--- config.mk ---
export PLATFORM = sky130hd
export DESIGN_NAME = ksc_row_cell
export DESIGN_NICKNAME = d
export VERILOG_FILES = /design/src/rtl/core/kernel_select_conv2d_unit_macros.svh /design/src/rtl/core/ksc_pkg.sv /design/src/rtl/core/ksc_row_cell.sv
export SDC_FILE = /design/constraint.sdc
export NUM_CORES = 1
export LEC_CHECK = 0
export BUFFER_PORTS_ARGS = -buffer_cell sky130_fd_sc_hd__buf_2
export CAP_MARGIN = 20
export CORE_AREA = 2 2 255 257
export CTS_CLUSTER_SIZE = 25
export DETAILED_ROUTE_END_ITERATION = 7
export DIE_AREA = 0 0 257 259
export SYNTH_ARGS = -nofsm -noshare
export SYNTH_HDL_FRONTEND = slang
export SYNTH_SLANG_ARGS = --single-unit
--- constraint.sdc ---
create_clock -name clk -period 27.4 [get_ports clk]
set_input_delay 2.74 -clock clk [delete_from_list [all_inputs] [get_ports clk]]
set_output_delay 2.74 -clock clk [all_outputs]
set_load 0.1 [all_outputs]
--- src/rtl/core/kernel_select_conv2d_unit_macros.svh ---
// Assertion macros for the convolution block.
`ifndef KERNEL_SELECT_CONV2D_UNIT_MACROS_SVH
`define KERNEL_SELECT_CONV2D_UNIT_MACROS_SVH
// Implication checked on every clock edge, disabled in reset.
`define KSC_ASSERT_IMP(label, ante, cons) \
  label: assert property (@(posedge clk) disable iff (!rst_n) (ante) |-> (cons)) \
    else $error("assertion failed");
// Next-cycle implication checked on every clock edge, disabled in reset.
`define KSC_ASSERT_NXT(label, ante, cons) \
  label: assert property (@(posedge clk) disable iff (!rst_n) (ante) |=> (cons)) \
    else $error("assertion failed");
`endif

--- src/rtl/core/ksc_pkg.sv ---
// Shared constants, types and kernel tables for the convolution block.
package ksc_pkg;
  localparam int MaxWidth  = 1024;
  localparam int MaxKernel = 6;
  localparam int PixBits   = 8;
  localparam int Lines     = MaxKernel - 1;
  localparam int ColBits   = $clog2(MaxWidth);
  localparam int AccBits   = 32;
  localparam int OutBits   = 21;

  typedef logic [PixBits-1:0] pix_t;
  typedef logic [3:0]         kind_t;
  typedef logic signed [7:0]  coef_t;

  localparam logic [1:0] CFG_KIND   = 2'd0;
  localparam logic [1:0] CFG_WIDTH  = 2'd1;
  localparam logic [1:0] CFG_HEIGHT = 2'd2;

  localparam kind_t K_DX = 4'd0, K_DY = 4'd1, K_DXX = 4'd2, K_DYY = 4'd3,
    K_DXY = 4'd4, K_LAP = 4'd5, K_SM2 = 4'd6, K_SM3 = 4'd7, K_SM4 = 4'd8,
    K_SM5 = 4'd9, K_SM6 = 4'd10, K_DOG = 4'd11;

  // control word carried beside a row of window products
  typedef struct packed {
    logic       vld;
    logic       last;
    logic [3:0] shift;
    kind_t      kind;
  } ctl_t;

  function automatic logic signed [8:0] bino(input int n, input int i);
    int v;
    begin
      v = 0;
      unique case (n)
        2: v = 1;
        3: v = (i == 1) ? 2 : 1;
        4: v = (i == 0 || i == 3) ? 1 : 3;
        5: v = (i == 0 || i == 4) ? 1 : ((i == 2) ? 6 : 4);
        6: v = (i == 0 || i == 5) ? 1 : ((i == 1 || i == 4) ? 5 : 10);
        default: v = 0;
      endcase
      return 9'(v);
    end
  endfunction

  // weight of window tap (a rows up, b columns left)
  function automatic logic signed [8:0] coef(input kind_t k, input int a, input int b);
    int v;
    int d [0:4][0:4];
    begin
      d = '{'{1,-12,-26,-12,1}, '{-12,-16,-40,-16,-12}, '{-26,-40,-92,-40,-26},
            '{-12,-16,-40,-16,-12}, '{1,-12,-26,-12,1}};
      v = 0;
      unique case (k)
        K_DX:  v = (a < 2 && b < 2) ? ((b == 0) ? 1 : -1) : 0;
        K_DY:  v = (a < 2 && b < 2) ? ((a == 0) ? 1 : -1) : 0;
        K_DXX: v = (a < 3 && b < 3) ? int'(bino(3, a)) * ((b == 1) ? -2 : 1) : 0;
        K_DYY: v = (a < 3 && b < 3) ? int'(bino(3, b)) * ((a == 1) ? -2 : 1) : 0;
        K_DXY: v = (a < 3 && b < 3) ? (a - 1) * (b - 1) : 0;
        K_LAP: v = (a < 3 && b < 3) ? ((a == 1 && b == 1) ? -8 :
                   ((a != 1 && b != 1) ? 2 : 0)) : 0;
        K_SM2: v = (a < 2 && b < 2) ? 1 : 0;
        K_SM3: v = (a < 3 && b < 3) ? int'(bino(3, a)) * int'(bino(3, b)) : 0;
        K_SM4: v = (a < 4 && b < 4) ? int'(bino(4, a)) * int'(bino(4, b)) : 0;
        K_SM5: v = (a < 5 && b < 5) ? int'(bino(5, a)) * int'(bino(5, b)) : 0;
        K_SM6: v = int'(bino(6, a)) * int'(bino(6, b));
        default: v = (a < 5 && b < 5) ? d[a][b] : 0;
      endcase
      return 9'(v);
    end
  endfunction

  function automatic logic [2:0] ksize(input kind_t k);
    unique case (k)
      K_DX, K_DY, K_SM2: return 3'd2;
      K_DXX, K_DYY, K_DXY, K_LAP, K_SM3: return 3'd3;
      K_SM4: return 3'd4;
      K_SM6: return 3'd6;
      default: return 3'd5;
    endcase
  endfunction

  // log2 of 1024 / divisor
  function automatic logic [3:0] kshift(input kind_t k);
    unique case (k)
      K_DX, K_DY: return 4'd9;
      K_DXX, K_DYY, K_DXY, K_LAP, K_SM2: return 4'd8;
      K_SM3: return 4'd6;
      K_SM4: return 4'd4;
      K_SM6: return 4'd0;
      default: return 4'd2;
    endcase
  endfunction
endpackage

--- src/rtl/core/ksc_row_cell.sv ---
// One window row: six pixel taps, row partial sum, passes sum down the chain.
module ksc_row_cell (
  input  logic                            clk,
  input  logic                            rst_n,
  input  logic                            en,
  input  logic                            tap_en,
  input  logic [2:0]                      row,
  input  ksc_pkg::pix_t                   pix_in,
  input  logic signed [ksc_pkg::AccBits-1:0] sum_in,
  input  ksc_pkg::ctl_t                   ctl_in,
  output logic signed [ksc_pkg::AccBits-1:0] sum_out,
  output ksc_pkg::ctl_t                   ctl_out
);
  import ksc_pkg::*;
  pix_t tap_r [0:MaxKernel-2];
  logic signed [AccBits-1:0] sum_r;
  ctl_t ctl_r;
  pix_t win [0:MaxKernel-1];
  logic signed [8:0] wt [0:MaxKernel-1];
  logic signed [AccBits-1:0] part;

  // window row as it stands once this word is shifted in
  always_comb begin
    win[0] = pix_in;
    for (int b = 1; b < MaxKernel; b++) win[b] = tap_r[b-1];
  end

  always_comb begin
    part = sum_in;
    for (int b = 0; b < MaxKernel; b++) begin
      wt[b] = coef(ctl_in.kind, int'(row), b);
      // zero-weight taps may hold line entries not yet written
      if (wt[b] != 9'sd0)
        part = part + AccBits'(wt[b]) * AccBits'($signed({1'b0, win[b]}));
    end
  end

  always_ff @(posedge clk) begin
    if (!rst_n) begin
      for (int b = 0; b < MaxKernel - 1; b++) tap_r[b] <= '0;
      ctl_r <= '0;
    end else begin
      if (tap_en) begin
        tap_r[0] <= pix_in;
        for (int b = 1; b < MaxKernel - 1; b++) tap_r[b] <= tap_r[b-1];
      end
      if (en) ctl_r <= ctl_in;
    end
  end
  always_ff @(posedge clk) if (en) sum_r <= part;

  assign sum_out = sum_r;
  assign ctl_out = ctl_r;
endmodule

==> out/metrics.csv <==
metric,value,unit
regArea,0.002362,mm^2
worstSetupEndpointType,flip-flop,
slowest_delay,870,ps
clock_sinks,82,
rows,93,
setup_violations,0,
clock_path_buffers,2,
avgRoutedWirePerCell,17.97,um
antenna_cells,0,
grt_max_degree,52,
min_path_cells,2,
core_area,0.06388,mm^2
cp-startpoint,row[0],
synth-edff-count,72,
postCtsSetupRepairBufs,0,
required,27540,ps
numCtsBuffers,9,
dpl.hpwl,69.79,mm
initial_core_util,48.56,%
rsz0062_at_grt,false,
maxSlewHeadroom,22.55,%
synth_seq_cells,82,
yosys-top-cells-area,"fa_1, ha_1, inv_1, edfxtp_1, and2_1",
avgViaCountPerCell,5.459,
insertion_delay,390,ps
grt_pass1_wl,138.0,mm
cp-start-kind,input pin,
drive_gt1_share,6.488,%
ys_top_cells_by_count,"inv_1, fa_1, ha_1, nand2_1, and2_1",
clock_skew,14.02,ps
cp_max_fo,19,
ctsResizeCount,0,
nets,4550,
rrSetupSlack,11960,ps
n_fill_cell,6240,
io_pins,99,
rr_startpoint,tap_r[0][0]$_SDFFCE_PN0P_,
synthCells,3664,
reg2regPathDepth,50,
arrival,22400,ps
status,completed,
dieArea,0.06656,mm^2
fin_setup_tns,0,ps
ys_dominant_reg_cell,edfxtp_1,
firstDrtPassIters,6,
synth.distinct_cells,110,
drv_slew,0,
postRouteAntennaNets,0,
worstMarginPinSlew,1153,ps
drc_errors,0,
cpMaxStageDelayCell,a2111oi_0,
htreeDepth,3,
syn-cell-area,0.03102,mm^2
multiInputGateArea,0.02526,mm^2
yosysSeqAreaShare,7.614,%
timing.final.crit_period,22250,ps
fin_crit_sh,81.22,%
synth_top_area_share,29.62,%
hold_path.class,reg2reg,
finalHoldViolations,0,
min_to,ctl_out[6]$_SDFFE_PN0P_,
totalWireLength,81.83,mm
async_flop_share,0,%
syn_nets,4520,
die_w,257,um
critPathKind,in2reg,
grt_overflow,0,
ctsRootBufferMaster,clkbuf_16,
yosysTopAreaCell,fa_1,
antenna_found_initial,0,
routabilityCongestion,0.9081,
grt_pass1_vias,25350,
yosysWarningCount,0,
synth_most_common_cell,inv_1,
numPortBuffers,98,
die_h,259,um
cts_tree,yes,
max_freq,44.93,MHz
max_cap_viol_count,0,
vias,24860,
drt-initial-drc-count,1479,
cp_common_cell,fa_1,
avgSynthCellArea,8.467,um^2
hp-start,ctl_out[6]$_SDFFE_PN0P_,
area_delta_synth_final,5.219,%
cts_hold_buf,0,
cts.clk_slew.worst_paths,70,ps
groute.usage.overall,25.97,%
r2r-end,sum_out[31]$_DFFE_PP_,
-- per-layer routing --
metal | share of wire (%) | GRT usage, % | vias to the layer above | routed length (um)
met5 | 0 | 0 | - | 0
met4 | 1.6 | 5.120 | 0 | 1287
li1 | - | - | 12000 | -
met3 | 3.9 | 2.490 | 55 | 3232
met1 | 48 | 36.75 | 12280 | 38910
met2 | 47 | 43.46 | 526 | 38390
-- layout by cell type, fill, tap and decap left out, types with 29 or more instances in the layout --
cell type / count
inv_1: 784
fa_1: 459
ha_1: 340
nand2_1: 310
and2_1: 194
a21oi_1: 182
nor2_1: 172
o21ai_0: 114
buf_2: 98
xnor2_1: 91
edfxtp_1: 72
a21o_1: 71
and3_1: 65
o21a_1: 50
nor2b_1: 48
xor2_1: 48
nor3_1: 45
mux2i_1: 32
nand3_1: 30
mux2_2: 30
a211oi_1: 29
-- worst max path at each step --
stage,end,cells after the start
3_3_place_gp,sum_out[31]$_DFFE_PP_,63
4_1_cts,sum_out[31]$_DFFE_PP_,63
2_1_floorplan,sum_out[31]$_DFFE_PP_,69
3_5_place_dp,sum_out[31]$_DFFE_PP_,63
6_report,sum_out[31]$_DFFE_PP_,63
5_1_grt,sum_out[31]$_DFFE_PP_,65
-- final cells by class --
cell class | instances | share of cell area (%)
multi-input cells | 2692 | 77.39
clock buffers | 10 | 0.7666
well taps | 855 | 3.277
flip-flops and latches | 82 | 7.237
inverters | 785 | 9.027
repair buffers | 124 | 2.162
clock inverters | 6 | 0.1380
-- flip-flops by register name (all words and copies together), names as in the netlist --
register,flops
tap_r,40
sum_out,32
ctl_out,10
-- worst max-delay path: cells and delay by family --
family                     cells  cell delay, ps
AOI/OAI and AO/OA             20            7270
buffers and inverters          7             660
adders and majority gates     15            7000
xor gates and xnor gates       4             660
and+or+nand+nor               15            3400
muxes                          2             640
-- stage by stage --
step / util, % / worst slack (ps) / hold WS, ps / std cells / instance area, um^2
2_1_floorplan: - / 9019 / 634.7 / 3664 / 31020
3_3_place_gp: 50.57 / 5145 / 490.5 / 4535 / 32300
3_5_place_dp: 50.57 / 5059 / 500.8 / 4535 / 32300
4_1_cts: 51.03 / 5398 / 518.2 / 4551 / 32600
5_1_grt: 51.10 / 3688 / 538.7 / 4554 / 32640
6_report: 51.10 / 5145 / 513.0 / 4554 / 32640
-- cell families (layout without fill, tap and decap cells) --
kind of cell | after synthesis | count (layout) | synth area share (%)
buffers and inverters | 890 | 925 | 11.10
xor gates and xnor gates | 140 | 140 | 3.997
AOI/OAI and AO/OA | 691 | 691 | 15.22
adders and majority gates | 799 | 799 | 43.33
muxes | 63 | 63 | 2.170
DFF | 82 | 82 | 7.614
and+or+nand+nor | 999 | 999 | 16.57
Power is not shown: default switching activity piles up to over one toggle a cycle in this logic, so the estimate is an artifact.
